[src/design/trrd_pkg.sv]
// trrd_pkg: shared types and constants of the timestamped record run decoder.
// No dependencies; used by every module of the block.
package trrd_pkg;

    localparam int TIMESTAMP_BITS_DEF = 16;
    localparam int RECORD_BYTES       = 4;
    localparam int RESULT_FIFO_DEPTH  = 4;
    localparam int CFG_INDEX_BITS     = 2;

    localparam logic [CFG_INDEX_BITS-1:0] REG_MORE_STATUS  = 2'd0;
    localparam logic [CFG_INDEX_BITS-1:0] REG_FINAL_STATUS = 2'd1;

    localparam logic [7:0] MORE_STATUS_RESET  = 8'd0;
    localparam logic [7:0] FINAL_STATUS_RESET = 8'd1;

    localparam logic [1:0] LAST_BYTE_POS = 2'(RECORD_BYTES - 1);

    typedef enum logic [1:0] {
        KIND_RUN     = 2'd0,
        KIND_FINAL   = 2'd1,
        KIND_INVALID = 2'd2,
        KIND_DROPPED = 2'd3
    } kind_t;

    typedef struct packed {
        kind_t       kind;
        logic [7:0]  sample;
        logic [15:0] run_length;
        logic        last;
        logic        done;
        logic [31:0] total;
    } result_t;

    // up to two result words raised by one accepted byte
    typedef struct packed {
        logic [1:0] count;
        result_t    first;
        result_t    second;
    } push_t;

endpackage

[src/design/trrd_record_decoder.sv]
// trrd_record_decoder: record assembly, timestamp arithmetic and decoder state.
// Depends on trrd_pkg.
module trrd_record_decoder #(
    parameter int TIMESTAMP_BITS = trrd_pkg::TIMESTAMP_BITS_DEF
) (
    input  logic                                clk,
    input  logic                                rst_n,
    input  logic                                in_fire,
    input  logic [7:0]                          in_byte,
    input  logic                                cfg_we,
    input  logic [trrd_pkg::CFG_INDEX_BITS-1:0] cfg_index,
    input  logic [7:0]                          cfg_data,
    output trrd_pkg::push_t                     push
);

    localparam int TsW = (TIMESTAMP_BITS > 16) ? TIMESTAMP_BITS : 16;

    logic [1:0]                byte_pos_reg, byte_pos_next;
    logic [7:0]                held_reg [0:2];
    logic [7:0]                prev_sample_reg, prev_sample_next;
    logic [TIMESTAMP_BITS-1:0] prev_ts_reg, prev_ts_next;
    logic                      finished_reg, finished_next;
    logic [31:0]               count_reg, count_next;
    logic [7:0]                more_code_reg, final_code_reg;

    logic [TsW-1:0]            ts_wide;
    logic [TIMESTAMP_BITS-1:0] ts, len_raw, len;
    logic [TsW-1:0]            len_wide;
    logic [15:0]               run16;
    logic [32:0]               sum_run, sum_final;
    logic [31:0]               count_run, count_final;
    logic                      is_final, is_more, marker, behind;

    always_comb
    begin
        ts_wide   = TsW'({held_reg[1], held_reg[2]});
        ts        = ts_wide[TIMESTAMP_BITS-1:0];
        is_final  = (in_byte == final_code_reg);
        is_more   = (in_byte == more_code_reg);
        marker    = (prev_ts_reg == '1);
        behind    = (ts < prev_ts_reg);
        len_raw   = marker ? ts : (ts - prev_ts_reg);
        len       = ((len_raw == '0) && (ts == '0)) ? TIMESTAMP_BITS'(1) : len_raw;
        len_wide  = TsW'(len);
        run16     = (len_wide > TsW'(16'hFFFF)) ? 16'hFFFF : len_wide[15:0];
        sum_run   = {1'b0, count_reg} + 33'(len);
        count_run = sum_run[32] ? 32'hFFFF_FFFF : sum_run[31:0];
        sum_final = {1'b0, count_run} + 33'd1;
        count_final = sum_final[32] ? 32'hFFFF_FFFF : sum_final[31:0];
    end

    always_comb
    begin
        byte_pos_next    = byte_pos_reg;
        prev_sample_next = prev_sample_reg;
        prev_ts_next     = prev_ts_reg;
        finished_next    = finished_reg;
        count_next       = count_reg;
        push             = '0;
        push.first.sample = held_reg[0];
        push.first.total  = count_reg;
        push.first.last   = 1'b1;
        push.second       = '0;

        if (in_fire && !finished_reg) begin
            if (byte_pos_reg != trrd_pkg::LAST_BYTE_POS) begin
                byte_pos_next = byte_pos_reg + 2'd1;
            end else begin
                byte_pos_next = '0;
                push.count    = 2'd1;
                if (!is_final && !is_more) begin
                    // bad status ends the capture before any timestamp work
                    finished_next    = 1'b1;
                    push.first.kind  = trrd_pkg::KIND_INVALID;
                    push.first.done  = 1'b1;
                end else if (!marker && behind) begin
                    push.first.kind  = trrd_pkg::KIND_DROPPED;
                end else begin
                    prev_sample_next      = held_reg[0];
                    prev_ts_next          = ts;
                    push.first.kind       = trrd_pkg::KIND_RUN;
                    push.first.sample     = prev_sample_reg;
                    push.first.run_length = run16;
                    push.first.total      = count_run;
                    if (!is_final) begin
                        count_next = count_run;
                    end else begin
                        count_next             = count_final;
                        finished_next          = 1'b1;
                        push.count             = 2'd2;
                        push.first.last        = 1'b0;
                        push.first.done        = 1'b1;
                        push.second.kind       = trrd_pkg::KIND_FINAL;
                        push.second.sample     = held_reg[0];
                        push.second.run_length = 16'd1;
                        push.second.last       = 1'b1;
                        push.second.done       = 1'b1;
                        push.second.total      = count_final;
                    end
                end
            end
        end
    end

    always_ff @(posedge clk or negedge rst_n)
    begin
        if (!rst_n) begin
            byte_pos_reg    <= '0;
            prev_sample_reg <= '0;
            prev_ts_reg     <= '0;
            finished_reg    <= 1'b0;
            count_reg       <= '0;
            more_code_reg   <= trrd_pkg::MORE_STATUS_RESET;
            final_code_reg  <= trrd_pkg::FINAL_STATUS_RESET;
        end else begin
            byte_pos_reg    <= byte_pos_next;
            prev_sample_reg <= prev_sample_next;
            prev_ts_reg     <= prev_ts_next;
            finished_reg    <= finished_next;
            count_reg       <= count_next;
            if (cfg_we) begin
                unique case (cfg_index)
                    trrd_pkg::REG_MORE_STATUS:  more_code_reg  <= cfg_data;
                    trrd_pkg::REG_FINAL_STATUS: final_code_reg <= cfg_data;
                    default: ;
                endcase
            end
        end
    end

    // header bytes, no reset
    always_ff @(posedge clk)
    begin
        if (in_fire && !finished_reg && (byte_pos_reg != trrd_pkg::LAST_BYTE_POS)) begin
            held_reg[byte_pos_reg] <= in_byte;
        end
    end

    a_finished_sticks: assert property (@(posedge clk) disable iff (!rst_n)
        finished_reg |=> finished_reg)
        else $error("capture end flag cleared without reset");

    a_pair_is_final: assert property (@(posedge clk) disable iff (!rst_n)
        (push.count == 2'd2) |->
            (push.second.kind == trrd_pkg::KIND_FINAL) && !push.first.last && finished_next)
        else $error("two results without a final record");

    a_results_on_status: assert property (@(posedge clk) disable iff (!rst_n)
        (push.count != 2'd0) |-> (byte_pos_reg == trrd_pkg::LAST_BYTE_POS) && in_fire)
        else $error("result raised away from a status byte");

endmodule

[src/design/trrd_result_fifo.sv]
// trrd_result_fifo: small result queue taking up to two words a cycle.
// Depends on trrd_pkg.
module trrd_result_fifo (
    input  logic              clk,
    input  logic              rst_n,
    input  trrd_pkg::push_t   push,
    output logic              room,
    output logic              out_valid,
    input  logic              out_ready,
    output trrd_pkg::result_t out_word
);

    localparam int Depth = trrd_pkg::RESULT_FIFO_DEPTH;
    localparam int PtrW  = $clog2(Depth);
    localparam int CntW  = $clog2(Depth + 1);

    trrd_pkg::result_t mem_reg [0:Depth-1];
    logic [PtrW-1:0]   wr_ptr_reg, wr_ptr_next, rd_ptr_reg, rd_ptr_next, wr_ptr_plus;
    logic [CntW-1:0]   count_reg, count_next;
    logic              pop;

    assign out_valid   = (count_reg != '0);
    assign pop         = out_valid && out_ready;
    assign room        = (count_reg <= CntW'(Depth - 2));
    assign out_word    = mem_reg[rd_ptr_reg];
    assign wr_ptr_plus = wr_ptr_reg + PtrW'(1);

    always_comb
    begin
        wr_ptr_next = wr_ptr_reg + PtrW'(push.count);
        rd_ptr_next = pop ? (rd_ptr_reg + PtrW'(1)) : rd_ptr_reg;
        count_next  = count_reg + CntW'(push.count) - CntW'(pop);
    end

    always_ff @(posedge clk or negedge rst_n)
    begin
        if (!rst_n) begin
            wr_ptr_reg <= '0;
            rd_ptr_reg <= '0;
            count_reg  <= '0;
        end else begin
            wr_ptr_reg <= wr_ptr_next;
            rd_ptr_reg <= rd_ptr_next;
            count_reg  <= count_next;
        end
    end

    always_ff @(posedge clk)
    begin
        if (push.count != 2'd0) begin
            mem_reg[wr_ptr_reg] <= push.first;
        end
        if (push.count == 2'd2) begin
            mem_reg[wr_ptr_plus] <= push.second;
        end
    end

    a_no_overflow: assert property (@(posedge clk) disable iff (!rst_n)
        (push.count != 2'd0) |-> (count_reg <= CntW'(Depth - 2)))
        else $error("result queue written without room");

    a_count_bound: assert property (@(posedge clk) disable iff (!rst_n)
        count_reg <= CntW'(Depth))
        else $error("result queue count out of range");

    a_pop_drains: assert property (@(posedge clk) disable iff (!rst_n)
        (pop && (push.count == 2'd0)) |=> (count_reg == $past(count_reg) - CntW'(1)))
        else $error("result queue count not reduced on read");

endmodule

[src/design/timestamped_record_run_decoder_unit.sv]
// timestamped_record_run_decoder_unit: top level of the record run decoder.
// Depends on trrd_pkg, trrd_record_decoder and trrd_result_fifo.
//
//  channel  | direction | handshake               | payload
//  ---------+-----------+-------------------------+------------------------------------
//  s_axis   | in        | s_axis_tvalid/tready    | tdata[7:0] rx_byte
//  m_axis   | out       | m_axis_tvalid/tready    | tdata, tuser = kind, tlast = last
//  cfg      | in        | cfg_valid/cfg_ready     | cfg_index, cfg_data
//
// One byte word is taken per cycle while s_axis_tready is high. Header
// bytes only load the record registers; the status byte is decoded in the cycle it
// is taken and its one or two result words are written straight into a four-word queue.
// With the queue empty, a result word appears on m_axis the cycle after its
// status byte.
// s_axis_tready drops only while the queue holds more than two words,
// so a waiting result never holds up the byte stream at full rate.
// Reset clears record position, stored sample/timestamp and total, and
// reloads the default status codes.
// Once a final or invalid record ends the capture, further bytes are
// swallowed without results until the next reset.
module timestamped_record_run_decoder_unit #(
    parameter int TIMESTAMP_BITS = trrd_pkg::TIMESTAMP_BITS_DEF
) (
    input  logic                                clk,
    input  logic                                rst_n,
    input  logic                                s_axis_tvalid,
    output logic                                s_axis_tready,
    input  logic [7:0]                          s_axis_tdata,  // [7:0] rx_byte
    output logic                                m_axis_tvalid,
    input  logic                                m_axis_tready,
    // [7:0] sample_value, [23:8] run_length, [24] capture_done,
    // [56:25] sample_total, [63:57] zero
    output logic [63:0]                         m_axis_tdata,
    output logic [1:0]                          m_axis_tuser,  // [1:0] result_kind
    output logic                                m_axis_tlast,  // last_of_input
    input  logic                                cfg_valid,
    output logic                                cfg_ready,
    input  logic [trrd_pkg::CFG_INDEX_BITS-1:0] cfg_index,
    input  logic [7:0]                          cfg_data
);

    trrd_pkg::push_t   push;
    trrd_pkg::result_t out_word;
    logic              room;
    logic              in_fire;

    assign cfg_ready     = 1'b1;
    assign s_axis_tready = room;
    assign in_fire       = s_axis_tvalid && room;

    trrd_record_decoder #(
        .TIMESTAMP_BITS (TIMESTAMP_BITS)
    ) u_decoder (
        .clk       (clk),
        .rst_n     (rst_n),
        .in_fire   (in_fire),
        .in_byte   (s_axis_tdata),
        .cfg_we    (cfg_valid),
        .cfg_index (cfg_index),
        .cfg_data  (cfg_data),
        .push      (push)
    );

    trrd_result_fifo u_results (
        .clk       (clk),
        .rst_n     (rst_n),
        .push      (push),
        .room      (room),
        .out_valid (m_axis_tvalid),
        .out_ready (m_axis_tready),
        .out_word  (out_word)
    );

    // pack the result word, lowest field first
    assign m_axis_tdata = {7'd0, out_word.total, out_word.done,
                           out_word.run_length, out_word.sample};
    assign m_axis_tuser = out_word.kind;
    assign m_axis_tlast = out_word.last;

endmodule

[config.mk]
export PLATFORM = sky130hd
export DESIGN_NAME = timestamped_record_run_decoder_unit
export DESIGN_NICKNAME = d
export VERILOG_FILES = /design/src/design/trrd_pkg.sv /design/src/design/trrd_record_decoder.sv /design/src/design/trrd_result_fifo.sv /design/src/design/timestamped_record_run_decoder_unit.sv
export SDC_FILE = /design/constraint.sdc
export NUM_CORES = 1
export LEC_CHECK = 0
export BUFFER_PORTS_ARGS = -buffer_cell sky130_fd_sc_hd__buf_2
export CORE_MARGIN = 4
export CORE_UTILIZATION = 56
export CTS_CLUSTER_DIAMETER = 150
export DETAILED_ROUTE_END_ITERATION = 12
export GPL_TIMING_DRIVEN = 1
export PLACE_DENSITY = 0.77
export SLEW_MARGIN = 40
export SYNTH_ARGS = -nofsm -noshare
export SYNTH_HDL_FRONTEND = slang
export SYNTH_SLANG_ARGS = --single-unit
[constraint.sdc]
create_clock -name clk -period 8.4 [get_ports clk]
set_input_delay 0 -clock clk [delete_from_list [all_inputs] [get_ports clk]]
set_output_delay 0 -clock clk [all_outputs]
set_load 0.01 [all_outputs]
Yosys cells after proc, flatten, opt, wreduce, memory -nomap -nowiden
Memory sizes are Yosys's and may differ from the RTL's.
Index checks and enable logic that the tools add are counted.
{"block": "word_totals", "register_bits": 82, "mem_bits_rw": 264, "in_bits": 23, "out_inout_bits": 70, "elab_cells": 84, "n_memories": 2}
{"block": "classes", "n_addsub": 9, "order_cmp": 3, "n_eq_ne": 7, "muxes": 29, "n_bitwise": 3, "n_reduce_logical": 21}
{"name": "u_results.mem_reg", "depth": 4, "word_bits": 60, "rd": 1, "rd_clocked_by_memory_dff": 0, "write_ports": 2, "line": "trrd_result_fifo.sv:17", "source": "trrd_pkg::result_t mem_reg [0:Depth-1];"}
{"name": "u_decoder.held_reg", "depth": 3, "word_bits": 8, "rd": 3, "rd_clocked_by_memory_dff": 0, "write_ports": 1, "line": "trrd_record_decoder.sv:19", "source": "logic [7:0] held_reg [0:2];"}
{"cell": "$mux 122", "count": 2}
{"cell": "$mux 118", "count": 1}
{"cell": "$mux 32", "count": 3}
{"cell": "$mux 92", "count": 1}
{"cell": "$mux 59", "count": 1}
{"cell": "$mux 16", "count": 3}
{"cell": "$add 32x1->33 const B", "count": 1}
{"cell": "$add 32x16->33", "count": 1}
{"cell": "$logic_not 16->1", "count": 2}
{"cell": "$mux 25", "count": 1}
{"cell": "$eq 16x16->1 const B", "count": 1}
{"cell": "$eq 8x8->1", "count": 2}
{"cell": "$gt 16x16->1 const B", "count": 1}
{"cell": "$lt 16x16->1", "count": 1}
{"cell": "$sub 16x16->16", "count": 1}
{"cell": "$mux 2", "count": 7}
{"cell": "$mux 1", "count": 10}
{"cell": "$reduce_and 4->1", "count": 2}
{"cell": "$logic_and 1x1->1", "count": 7}
{"cell": "$add 2x1->2 const B", "count": 3}
{"cell": "$logic_not 1->1", "count": 4}
{"cell": "$reduce_and 2->1", "count": 2}
{"cell": "$reduce_bool 2->1", "count": 2}
{"cell": "$add 3x2->3", "count": 1}
{"cell": "other kinds (10)", "count": 12}

Logic depth before layout (Yosys ltp)
Gate-level depths: netlist of the first run.
An unclocked memory read counts as a cell.
{"block": "depth", "depth_word": 18, "ltp_mapped": 39, "mapped_depth_nobuf": 35}

By module
A second synthesis of the first run with hierarchy kept.
{"block": "hier_totals", "hier_cells": 1789, "hier_area_um2": 20966.4}
{"module": "trrd_result_fifo", "instances": 1, "cells_per_inst": 626, "area_each_um2": 11994.0, "seq_area_each_um2": 7382.1}
{"module": "trrd_record_decoder", "instances": 1, "cells_per_inst": 1152, "area_each_um2": 8898.5, "seq_area_each_um2": 2598.7}
{"module": "timestamped_record_run_decoder_unit", "instances": 1, "cells_per_inst": 11, "area_each_um2": 73.8, "seq_area_each_um2": 0.0}

Worst setup path before layout of the first run
No wires, ideal clock.
{"block": "synth_path", "path_type": "register to register", "startpoint": "register u_decoder.prev_ts_reg[0]", "endpoint": "memory u_results.mem_reg[2][30] (netlist name), data pin", "setup_time_ps": 274, "t_arrival_ps": 8371, "required_time_ps": 8126, "setup_slack_ps": -245, "path_stages_with_launch": 36, "n_path_buf": 5, "synth_period_minus_slack_ps": 8645, "path_cell_list": "dfrtp_1 nand4_1 or4_1 clkbuf_1 clkbuf_1 nor2_1 a21oi_1 or4_1 or4_1 or4_1 or4_1 nor3_1 a31oi_1 inv_1 ha_1 inv_1 fa_1 nor2b_1 o211ai_1 a211oi_1 nor4_1 o32a_1 or3_1 clkbuf_1 clkbuf_1 nand2_1 ha_1 clkbuf_1 nand3_1 nor3_1 a41oi_1 nor4_2 nand3_2 or4_1 nand2_1 o22ai_1"}
{"item": "start, declared", "line": "trrd_record_decoder.sv:21", "source": "logic [TIMESTAMP_BITS-1:0] prev_ts_reg, prev_ts_next;"}
{"item": "start signal, assigned", "line": "trrd_record_decoder.sv:118", "source": "prev_ts_reg <= prev_ts_next;"}
{"item": "end, declared", "line": "trrd_result_fifo.sv:17"}

==> out/results.txt, run 1 <==
The dominant synthesized flop cell was sky130_fd_sc_hd__edfxtp_1. Clock skew on the completed layout was measured at 0.01204 ns. Of the total power, combinational logic draws 18.1%. In this run the number of H-tree levels came out at 2. Global-route wire length before repair: 86050 um. By area, the combinational part of the netlist is dominated by compound AO/OA/AOI/OAI gates. The worst-case IR drop observed on VDD is 0.3915 mV. At the pin with the least slew margin, the transition time is 0.8791 ns. After clock tree synthesis, the clock-pin slew on the worst setup and hold paths is 0.06 ns. Yosys attributes the largest share of cell area to sky130_fd_sc_hd__edfxtp_1 32%, sky130_fd_sc_hd__dfrtp_1 11%, sky130_fd_sc_hd__mux4_2 7.2%. The net count of the finished layout is 1934. Setup violations remaining at the end of the flow were counted as 0. The run gives 0.9925 as the final weighted congestion in routability-driven placement. Dividing the detail-routed wire length by the instance count gives 23.62 um. Number of I/O pins: 93. The total count of max-transition violations in the final report is 0, and the top fanout value on the critical path is 6. The clock root buffer was sky130_fd_sc_hd__clkbuf_16.

The longest clock path from root to sink contains 3 buffers. After detailed routing, the total wire length is 55230 um. During placement, the flow inserted port buffers numbering 84. Counting flops and latches in the post-synthesis netlist gives 346. Number of failing hold endpoints at the final stage: 0. The share of the Yosys chip area taken by registers is 49.69%.

The sort of element at the end of the critical path is a flip-flop. The tools report the clock insertion delay at the later pin of the skew report as 0.52 ns. After technology mapping, the gate count stands at 1784. At the placement stage, the worst setup path has a slack of 0.1397 ns. The final cell count without fillers was 2338; the area fraction of the dominant cell type after synthesis was 31.95%. Sequential cells burn 44.8% of the power.

The floorplan has 66 rows. The floorplan step set the die height to 191.2 um. TritonCTS built the clock tree.

The initial antenna violation count is 0. The share of total power consumed by net switching came out at 27.52%. The region available for standard cell placement spans 0.03278 mm2.

The post-synthesis share of cell area spent on and, or, nand and nor gates came out at 13.47%. The flow ran to the end, and the final reports show no timing, DRC or antenna violations. The tool flagged a number of max-cap violations equal to 0. The synthesized netlist devotes 3.029% of its cell area to XOR and XNOR gates.

The analysis attributes to cell leakage a power of 8.156 nW. After synthesis, the most frequently instantiated cells are 200 x sky130_fd_sc_hd__edfxtp_1, 180 x sky130_fd_sc_hd__nand2_1, 135 x sky130_fd_sc_hd__nor2_1. The biggest area contributor in the post-synthesis netlist is sky130_fd_sc_hd__edfxtp_1. For the diode insertion count for antenna repair, the log shows 0.

The arrival time at the worst endpoint is 8.27 ns, and the number of enable flip-flop cells after synthesis is 200. In this run the horizontal extent of the chip is 191.2 um. The analysis attributes to net switching a power of 1.217 mW. STA classifies the critical path startpoint as a flip-flop. Once routing completed, OpenROAD measured the worst setup slack at 0.3719 ns. Summing the areas of all compound-gate instances in the mapped netlist gives 17.62% of the synthesized area. Relative to the synthesized area, the layout overhead comes to 14.08%. The clock network is responsible for 37.1% of the overall power.

The tools report the fmax as 124.6 MHz. Cells with a size suffix above 1 make up 18.67% of the layout. For this run, asynchronously set or reset flops after synthesis account for 23.70%. The tightest min-delay check is of the input port to async pin type.

Entering global routing, the biggest net connects 82 pins. After Yosys synthesis, full adders, half adders and majority gates account for 2.982% of the synthesized area. The peak per-stage delay on the critical path was 0.55 ns. The share of cell area taken by muxes after synthesis is 9.446%, and the synthesized area divided by synthesized cell count is 10.54 um2. The run gives 15020 as the number of global-route vias before repair. Cell area after synthesis: 0.01880 mm2.

The overflow left after global routing is 0, and the final critical-path share of the clock period is 95.57%. The overall power of the completed layout was 4.423 mW. The total instance count after detailed placement is 2237, and the data required time at the worst endpoint is 8.64 ns.

The cell internal power dissipation is 3.206 mW, and the number of sinks handled by clock tree synthesis is 346. Using the TritonRoute via totals, the vias-per-cell ratio works out to 6.565. The cell with the most instances after synthesis was sky130_fd_sc_hd__edfxtp_1. For the initial core utilization, the log shows 57.33%. The detailed-router iteration count before antenna repair was 9. The worst setup path is of the flip-flop to flip-flop kind. For the total number of vias, the log shows 15350. Once detailed placement completed, the half-perimeter wirelength came to 36030 um. After layout, the minimum clock period comes to 8.028 ns.

The number of distinct standard cells referenced by the synthesized netlist is 79. Global routing consumed, over all layers together, 30.00% of the routing resources. Number of flip-flops in the largest register: 240. Power per unit of standard cell area: 206.3 mW/mm2.

Once detail routing completed, the nets flagged for antenna violations numbered 0. After the first detailed-routing iteration, the DRC count stood at 1639. Buffers inserted during clock tree synthesis total 38. The relative max-transition margin was 41.18%. The critical path's slowest cell was sky130_fd_sc_hd__or4_1. For this run, design rule violations remaining after detail routing come to 0.

The Yosys step of the flow raised 0 warnings. The area of the die is 0.03656 mm2.
[metal layers]
layer | wire length, um | vias up | global-route usage (%) | share of wire [%]
li1 | - | 6921 | - | -
met1 | 22440 | 7540 | 41.50 | 41
met2 | 26370 | 777 | 49.26 | 48
met3 | 4713 | 112 | 4.565 | 8.5
met4 | 1699 | 0 | 9.503 | 3.1
met5 | 0 | - | 0 | 0
[critical path, delay by kind of cell, from the launching register on]
| family | cells | cell delay (ns) |
|---|---|---|
| AOI/OAI and AO/OA | 9 | 1.99 |
| adders and majority gates | 4 | 1.08 |
| buffers and inverters | 2 | 0.16 |
| DFF | 1 | 0.48 |
| and+or+nand+nor | 15 | 4.01 |
[through the flow]
stage                     utilization [%]   TNS (ns)  cell area, um2  hold slack [ns]
final                               65.40          0           21440          0.01469
after global placement              60.06          0           19690          0.02549
after floorplan                         -          0           18830          -0.2956
after global routing                65.40  -0.006517           21440          0.03624
after detailed placement            60.13          0           19710          0.02721
after CTS                           64.51          0           21150          0.02491
[layout by cell type, fill, tap and decap left out, types with 13 or more instances in the layout]
master / instances
sky130_fd_sc_hd__dlygate4sd3_1: 21
sky130_fd_sc_hd__nor2_1: 131
sky130_fd_sc_hd__inv_1: 46
sky130_fd_sc_hd__nor4_1: 14
sky130_fd_sc_hd__o211ai_1: 13
sky130_fd_sc_hd__edfxtp_1: 200
sky130_fd_sc_hd__mux4_2: 60
sky130_fd_sc_hd__and3_1: 14
sky130_fd_sc_hd__ha_1: 39
sky130_fd_sc_hd__nand4_1: 17
sky130_fd_sc_hd__and2_1: 17
sky130_fd_sc_hd__o21a_1: 18
sky130_fd_sc_hd__a21boi_0: 18
sky130_fd_sc_hd__buf_2: 83
sky130_fd_sc_hd__dfxtp_1: 64
sky130_fd_sc_hd__mux2_2: 27
sky130_fd_sc_hd__xnor2_1: 30
sky130_fd_sc_hd__nor3_1: 28
sky130_fd_sc_hd__xor2_1: 35
sky130_fd_sc_hd__a21oi_1: 103
sky130_fd_sc_hd__o21ai_0: 99
sky130_fd_sc_hd__nand2_1: 172
sky130_fd_sc_hd__a22o_1: 32
sky130_fd_sc_hd__o22ai_1: 133
sky130_fd_sc_hd__nand3_1: 66
sky130_fd_sc_hd__clkbuf_16: 39
sky130_fd_sc_hd__dfrtp_1: 79
sky130_fd_sc_hd__buf_4: 53
[power groups by stage]
stage | clock (mW) | combinational, mW | sequential, mW
floorplan | 0 | 0.589 | 1.92
global placement | 0 | 0.772 | 2.01
detailed placement | 0 | 0.785 | 2.02
CTS | 1.65 | 0.795 | 1.98
global route | 1.73 | 0.865 | 2.00
finish | 1.64 | 0.801 | 1.98
[worst paths after layout]
kind / start / endpoint / slack (ns) / cells past startpoint
worst max-delay path: u_decoder.held_reg[2][1] / u_results.mem_reg[2][30] / 0.37 / 30
worst min-delay path: rst_n / u_results.wr_ptr_reg[0] / 0.01 / 2
worst max register to register: u_decoder.held_reg[2][1] / u_results.mem_reg[2][30] / 0.37 / 30
worst min register to register: u_results.mem_reg[1][59] / u_results.mem_reg[1][59] / 0.46 / 2
max in group asynchronous: rst_n / u_results.rd_ptr_reg[0] / 7.24 / 3
min in group clk: cfg_valid / u_decoder.final_code_reg[7] / 0.19 / 3
[cell type report]
type                    count  area (um2)
inverters                  46       172.7
well taps                 442       553.0
clock buffers              51        1071
repair buffers            164        1136
clock inverters            17       156.4
fillers                  2609       11340
multi-input cells        1272        9007
flip-flops and latches    346        9345
[cells by family after synthesis]
family                   Yosys count
XOR/XNOR                          65
buffers and inverters            172
AO/OA/AOI/OAI                    517
multiplexers                      99
other                              2
flip-flops                       346
AND/OR/NAND/NOR                  540
adder cells (fa/ha/maj)           43
[what timing repair did]
item | CTS | global route
hold endpoints to repair | 76 | 0
buffers inserted | 0 | 10
gates resized for setup | 0 | 39
setup endpoints to repair | 0 | 160
hold buffers | 21 | 0
Power figures use the tool's default switching activity.
==> inputs of run 2 (changes only) <==
--- a/config.mk
+++ b/config.mk
@@ -5,7 +5,7 @@
 export SDC_FILE = /design/constraint.sdc
 export NUM_CORES = 1
 export LEC_CHECK = 0
-export BUFFER_PORTS_ARGS = -buffer_cell sky130_fd_sc_hd__buf_2
+export BUFFER_PORTS_ARGS = -buffer_cell sky130_fd_sc_hd__buf_4
 export CORE_MARGIN = 4
 export CORE_UTILIZATION = 56
 export CTS_CLUSTER_DIAMETER = 150
==> run 2 against run 1 <==
Die area is the same. Global-route usage shrank 0.65 points. Sequential share of layout area is essentially flat. Highest routed layer unchanged.
==> out/results.txt, run 2 (synthesis results as in run 1) <==
The run finished with clean final reports. Across the routed clock network, the largest skew measured is 0.01127 ns. The peak supply drop is 0.1864 mV.

Leaving out fill and tap cells, the most frequent cells in the layout are 200 x sky130_fd_sc_hd__edfxtp_1, 172 x sky130_fd_sc_hd__nand2_1, 133 x sky130_fd_sc_hd__nor2_1, 133 x sky130_fd_sc_hd__o22ai_1, 132 x sky130_fd_sc_hd__buf_4. The register with the most flip-flops in the layout has 240 of them. The first detailed-routing pass took 6 iterations.

The cell depth of the worst flop-to-flop path is 33. In this run the static leakage power is 8.118 nW. The run gives 1929 as the final-stage net count. For this run, design rule violations remaining after detail routing come to 0.

The type of the setup path with the least slack is flip-flop to flip-flop. The tool flagged a number of max-cap violations equal to 0. The clock passes through at most 3 buffers.

The number of failing hold endpoints at the final stage was 0; the clock buffer count from CTS was 38. Data on the critical path is required at its endpoint by 8.75 ns. TritonCTS built the clock tree. The tightest min-delay check is of the input port to async pin type. The filler cells instantiated in the layout total 2527. In this run the cell area measured after placement is 0.01988 mm2. For the pin with the worst max-slew slack, the measured transition is 0.8487 ns.

The clock root buffer is sky130_fd_sc_hd__clkbuf_16. The H-tree was split into 2 levels. Based on the critical path, the design can be clocked at up to 124.6 MHz. The total count of max-transition violations in the final report is 0.

The tools report the number of setup violations in the final report as 0. The area growth from synthesis to layout is 14.15%. Counting stages on the worst path, the most repeated cell is sky130_fd_sc_hd__or4_1. At the worst endpoint, the arrival time is 8.37 ns. Initial core utilization: 57.33%.

In this run the horizontal extent of the chip is 191.2 um. The repair_antennas step left the layout with diodes totalling 0. The final critical-path share of the clock period is 95.54%, and the layout cell share with drive strength beyond 1 is 17.97%. In this run the power density over the cells is 206.6 mW/mm2. The run gives 0.03278 mm2 as the core area.

The tools report the number of global-route vias before repair as 15200. The routed design could run at a clock period as short as 8.025 ns. The number of placement rows came out at 66. For this block, the routed nets add up to 54130 um of wire. The vias per cell was 6.594.

Total number of vias: 15390. Clock tree synthesis found a total of 346 sinks. Entering global routing, the biggest net connects 71 pins.

The average wire per standard cell is 23.19 um. Clock latency on the worst-skew pair, taken at its later pin, is 0.52 ns. For this block, the initial DRC count from the detailed router was 1745. The congestion estimate from routability-driven global placement came to 1.047. Sort of element at the end of the critical path: a flip-flop. The first global-routing pass estimated 84790 um of wire. Number of port buffers: 84. Cells fill 65.45% of the core in the end. The overall routing resource usage is 29.35%, and the overflow left after global routing is 0. STA classifies the critical path startpoint as a flip-flop. 93 I/O pins were placed.

Measured along the y axis, the die boundary spans 191.2 um. The slowest stage of the critical path belongs to the cell sky130_fd_sc_hd__or4_1. Most common cell after layout, fill and taps aside: sky130_fd_sc_hd__edfxtp_1.

On the worst path, the slowest cell contributes a delay of 0.57 ns. After routing the design area is 0.02146 mm2. Top fanout value on the critical path: 7. In this run the remaining antenna-violating nets after routing total 0.

Summed over all nets, the half-perimeter wirelength after detailed placement is 35420 um. The tools report the relative max-transition margin as 43.21%. Clock edge transition at the registers on the reported setup and hold paths: 0.06 ns.

The initial antenna violation count is 0. The area of the die came out at 0.03656 mm2.
## run 2: cell count changes in the layout (fill, tap and decap cells not counted), moves of 4 or more
cell                       change
sky130_fd_sc_hd__buf_2        -83
sky130_fd_sc_hd__buf_4        +79
sky130_fd_sc_hd__clkbuf_8      -5
sky130_fd_sc_hd__clkinv_1      +4
sky130_fd_sc_hd__clkinv_2      +5
## run 2: final timing paths
check | start | end | slack, ns
hold / removal | rst_n | u_results.count_reg[0] | 0.009
setup / recovery | u_decoder.held_reg[2][4] | u_results.mem_reg[3][24] | 0.37
hold reg to reg | u_results.mem_reg[1][59] | u_results.mem_reg[1][59] | 0.45
max in group asynchronous | rst_n | u_results.rd_ptr_reg[0] | 7.24
setup reg to reg | u_decoder.held_reg[2][4] | u_results.mem_reg[3][24] | 0.37
min in group clk | cfg_valid | u_decoder.final_code_reg[4] | 0.18
## run 2: where the power goes
part	switching, mW	internal, mW	total [mW]	leakage, nW
clock network	0.682	0.917	1.60	0.581
logic	0.427	0.443	0.871	4.03
registers	0.109	1.85	1.96	3.51
## run 2: timing repair
action / 4_1_cts / 5_1_grt
endpoints found under the setup margin: 0 / 160
hold buffers: 23 / 0
setup buffers: 0 / 7
endpoints found under the hold margin: 75 / 0
resized for setup: 0 / 25
## run 2: worst max-delay path: cells and delay by family (launching register included)
family,cells,cell delay (ns)
compound gates,9,1.82
fa+ha+maj,4,1.17
buf+inv,4,0.56
flops,1,0.47
mux,1,0.33
simple gates,15,3.51
## run 2: layout make-up
type	instances	area (um2)	share of cell area [%]
clock buffer	44	994.7	4.636
clock inverter	25	188.9	0.8806
inverter	46	172.7	0.8048
multi-input combinational	1272	8926	41.60
sequential	346	9345	43.56
tap	442	553.0	2.578
timing repair buffer	159	1275	5.942
## run 2: per-stage QoR
step	cells	total power [mW]	hold slack (ns)	setup TNS, ns	setup slack, ns
CTS	2326	4.456	0.006302	0	0.06815
detailed placement	2234	2.864	0.01193	0	0.1276
global route	2334	4.600	0.04887	-2.213	-0.08794
global placement	2234	2.841	0.009092	0	0.3517
floorplan	1790	2.506	-0.2956	0	0.03966
finish	2334	4.433	0.009114	0	0.3747
## run 2: per-layer routing
layer / global-route usage, % / share of wire, % / vias to the layer above
li1: - / - / 6912
met1: 40.82 / 41 / 7551
met2: 47.76 / 47 / 806
met3: 4.711 / 8.9 / 121
met4: 9.337 / 3.2 / 0
met5: 0 / 0 / -
==> inputs of run 3 (changes only) <==
--- a/config.mk
+++ b/config.mk
@@ -11,7 +11,7 @@
 export CTS_CLUSTER_DIAMETER = 150
 export DETAILED_ROUTE_END_ITERATION = 12
 export GPL_TIMING_DRIVEN = 1
-export PLACE_DENSITY = 0.77
+export PLACE_DENSITY_LB_ADDON = 0.3
 export SLEW_MARGIN = 40
 export SYNTH_ARGS = -nofsm -noshare
 export SYNTH_HDL_FRONTEND = slang
==> run 3 against run 2 <==
Clock-buffer cell count rose by 7. Utilization is 0.58 points higher. Register-to-register slack improved by 0.02 ns. Clock skew increased by 0.0041 ns. Die area unchanged. Highest routed layer unchanged. Clock power rose by 14%. First-iteration DRC count increased by 0.80%. Wire length grew 1.3%. Sequential cell count unchanged. Global-route usage increased by 0.40 points. Fmax increased by 0.29%.
==> out/results.txt, run 3 (synthesis results as in run 1) <==
The run finished with clean final reports. Data arrives at the worst endpoint at 8.23 ns. The tightest hold path in the finished design has a slack of 0.01318 ns. For the pin with the worst max-slew slack, the measured transition is 0.8246 ns. In this run the vertical extent of the chip is 191.2 um. In this run the static leakage power is 8.191 nW. The layout has 2495 filler cells. Global-route wire length before repair: 85330 um. The register with the most flip-flops in the layout has 240 of them. For the overflow left after global routing, the log shows 0.

The top fanout value on the critical path works out to 8. In this run, the number of DRC markers left after iteration 0 of detailed routing was 1759. Once the floorplan was initialized, standard cells occupied 57.33% of the core. The routed design has 54830 um of wire.

In this design, the stage delay of the slowest critical-path cell is 0.63 ns. On the final layout, the worst clock skew is 0.01538 ns. The run gives 15330 as the total number of vias. TritonCTS built the clock tree.

The count of nets left with antenna violations once routing finished came out at 0. In the layout the commonest cells are 200 x sky130_fd_sc_hd__edfxtp_1, 172 x sky130_fd_sc_hd__nand2_1, 132 x sky130_fd_sc_hd__o22ai_1, 131 x sky130_fd_sc_hd__nor2_1, 130 x sky130_fd_sc_hd__buf_4. Total instance count after detailed placement: 2235.

The core area is 0.03278 mm2, and the diode insertion count for antenna repair is 0. Sequential cell area: 0.009348 mm2. Timing would allow up to 125.0 MHz.

The kind of start point of the critical path is a flip-flop. The accumulated negative setup slack was 0 ns. Entering global routing, the biggest net connects 71 pins. The overall die width works out to 191.2 um. After floorplanning, the core was divided into 66 placement rows. The wire-length estimate of the detail-placed layout is 36100 um.

The buffer levels on the longest clock path was 3; the relative max-transition margin was 44.33%. For this run, design rule violations remaining after detail routing come to 0. In this run the tool buffered the top-level ports with 84 buffer cells.

The clock reaches the later pin of the worst-skew pair after 0.52 ns. The clock edge transition at the registers on the reported setup and hold paths came out at 0.06 ns. The logs give 0 for the number of maximum-capacitance violations and 2330 for the final cell count without fillers. The slowest stage of the critical path is the sky130_fd_sc_hd__or4_4 cell.

Global routing used 29.75% of the available tracks across all layers. For the number of setup violations in the final report, the log shows 0. The cell type with the highest occurrence count on the critical path is sky130_fd_sc_hd__or4_1.

The net count of the finished layout is 1925. Setup repair after global routing could not meet its margin everywhere. At the end of the flow the core is filled with cells to 66.03%. The number of I/O pins was 93; the count of buffer and inverter cells on the critical path was 3.

Using the TritonRoute via totals, the vias-per-cell ratio works out to 6.579. The number of global-route vias before repair was 15080. Data on the critical path is required at its endpoint by 8.63 ns. The most common cell after layout, fill and taps aside is sky130_fd_sc_hd__edfxtp_1. The number of clock buffers added by TritonCTS is 37.

The critical path is of the flip-flop to flip-flop type. The worst setup path is captured at a flip-flop. After detailed routing, the average wire length per cell comes to 23.53 um. The clock root buffer was sky130_fd_sc_hd__clkbuf_16. The H-tree depth was 2; the initial antenna violation count was 0. At the end of routability-driven placement, the weighted congestion stood at 0.9729. Before antenna repair, the detailed router went through 9 iterations. Dividing total power by cell area gives a power density of 214.8 mW/mm2. Area growth from synthesis to layout: 15.16%. For the area taken by multi-input logic gates, the log shows 0.008960 mm2. The tightest min-delay check is of the input port to flip-flop type. Number of sinks handled by clock tree synthesis: 346. In this design, the largest share of critical-path delay is due to simple AND/OR/NAND/NOR gates. The clock period could shrink to 8.002 ns. VDD sags by at most 0.2199 mV.

The post-route netlist has 18.11% of its cells at a drive strength greater than 1. The run gives 0 as the total count of max-transition violations in the final report. For the area of the die, the log shows 0.03656 mm2.

Of the available clock period, the critical path in the final layout requires 95.26%. For the number of failing hold endpoints at the final stage, the log shows 0.
## run 3: cell count changes in the layout (fill, tap and decap cells not counted), sizes merged
cell	change
buf	-3
bufinv	+6
clkbuf	+7
clkinv	-9
clkinvlp	-2
inv	-3
## run 3: metrics by stage
stage	cell area, um2	total power, mW	setup WS, ns
after floorplan	18830	2.506	0.03966
after global placement	19870	2.848	0.4457
after detailed placement	19880	2.861	0.1517
after CTS	21480	4.671	0.1171
after global routing	21650	4.819	-0.09080
final	21650	4.649	0.3981
## run 3: final timing paths
kind | end | slack, ns | depth (start not counted) | startpoint
max reg2reg | u_results.mem_reg[0][30] | 0.40 | 31 | u_decoder.prev_ts_reg[0]
max in group asynchronous | u_results.rd_ptr_reg[0] | 6.72 | 4 | rst_n
max | u_results.mem_reg[0][30] | 0.40 | 31 | u_decoder.prev_ts_reg[0]
min | u_decoder.more_code_reg[6] | 0.01 | 4 | cfg_index[0]
min reg2reg | u_results.mem_reg[1][59] | 0.46 | 2 | u_results.mem_reg[1][59]
min in group asynchronous | u_results.wr_ptr_reg[0] | 0.53 | 3 | rst_n
## run 3: cell type report
class | count | area share (%)
Clock buffer | 51 | 4.954
Clock inverter | 17 | 1.347
Inverter | 46 | 0.7977
Sequential cell | 346 | 43.18
Tap cell | 442 | 2.555
Multi-Input combinational cell | 1272 | 41.39
Timing Repair Buffer | 156 | 5.769
## run 3: metal layers
metal / share of wire (%) / up-vias / wire (um) / track usage, %
li1: - / 6898 / - / -
met1: 39 / 7483 / 21510 / 40.61
met2: 49 / 813 / 26810 / 49.25
met3: 8.7 / 134 / 4786 / 4.364
met4: 3.2 / 0 / 1728 / 10.11
met5: 0 / - / 0 / 0
## run 3: where the power goes
| part | switching, mW | leakage [nW] | total (mW) | internal (mW) |
|---|---|---|---|---|
| sequential | 0.132 | 3.51 | 1.99 | 1.86 |
| combinational | 0.403 | 4.01 | 0.844 | 0.441 |
| clock | 0.674 | 0.671 | 1.82 | 1.14 |
| total | 1.21 | 8.19 | 4.65 | 3.44 |
## run 3: worst reg2reg max path: cells and delay by family, from the launching register on
kind,cells,cell delay (ns)
fa+ha+maj,3,0.82
simple gates,18,4.96
flops,1,0.38
compound gates,7,1.22
buf+inv,3,0.34
## run 3: timing repair
| action | in CTS | in global routing |
|---|---|---|
| endpoints found under the setup margin | 0 | 160 |
| setup buffers | 0 | 4 |
| hold endpoints to repair | 73 | 0 |
| resized for setup | 0 | 31 |
| hold buffers | 23 | 0 |
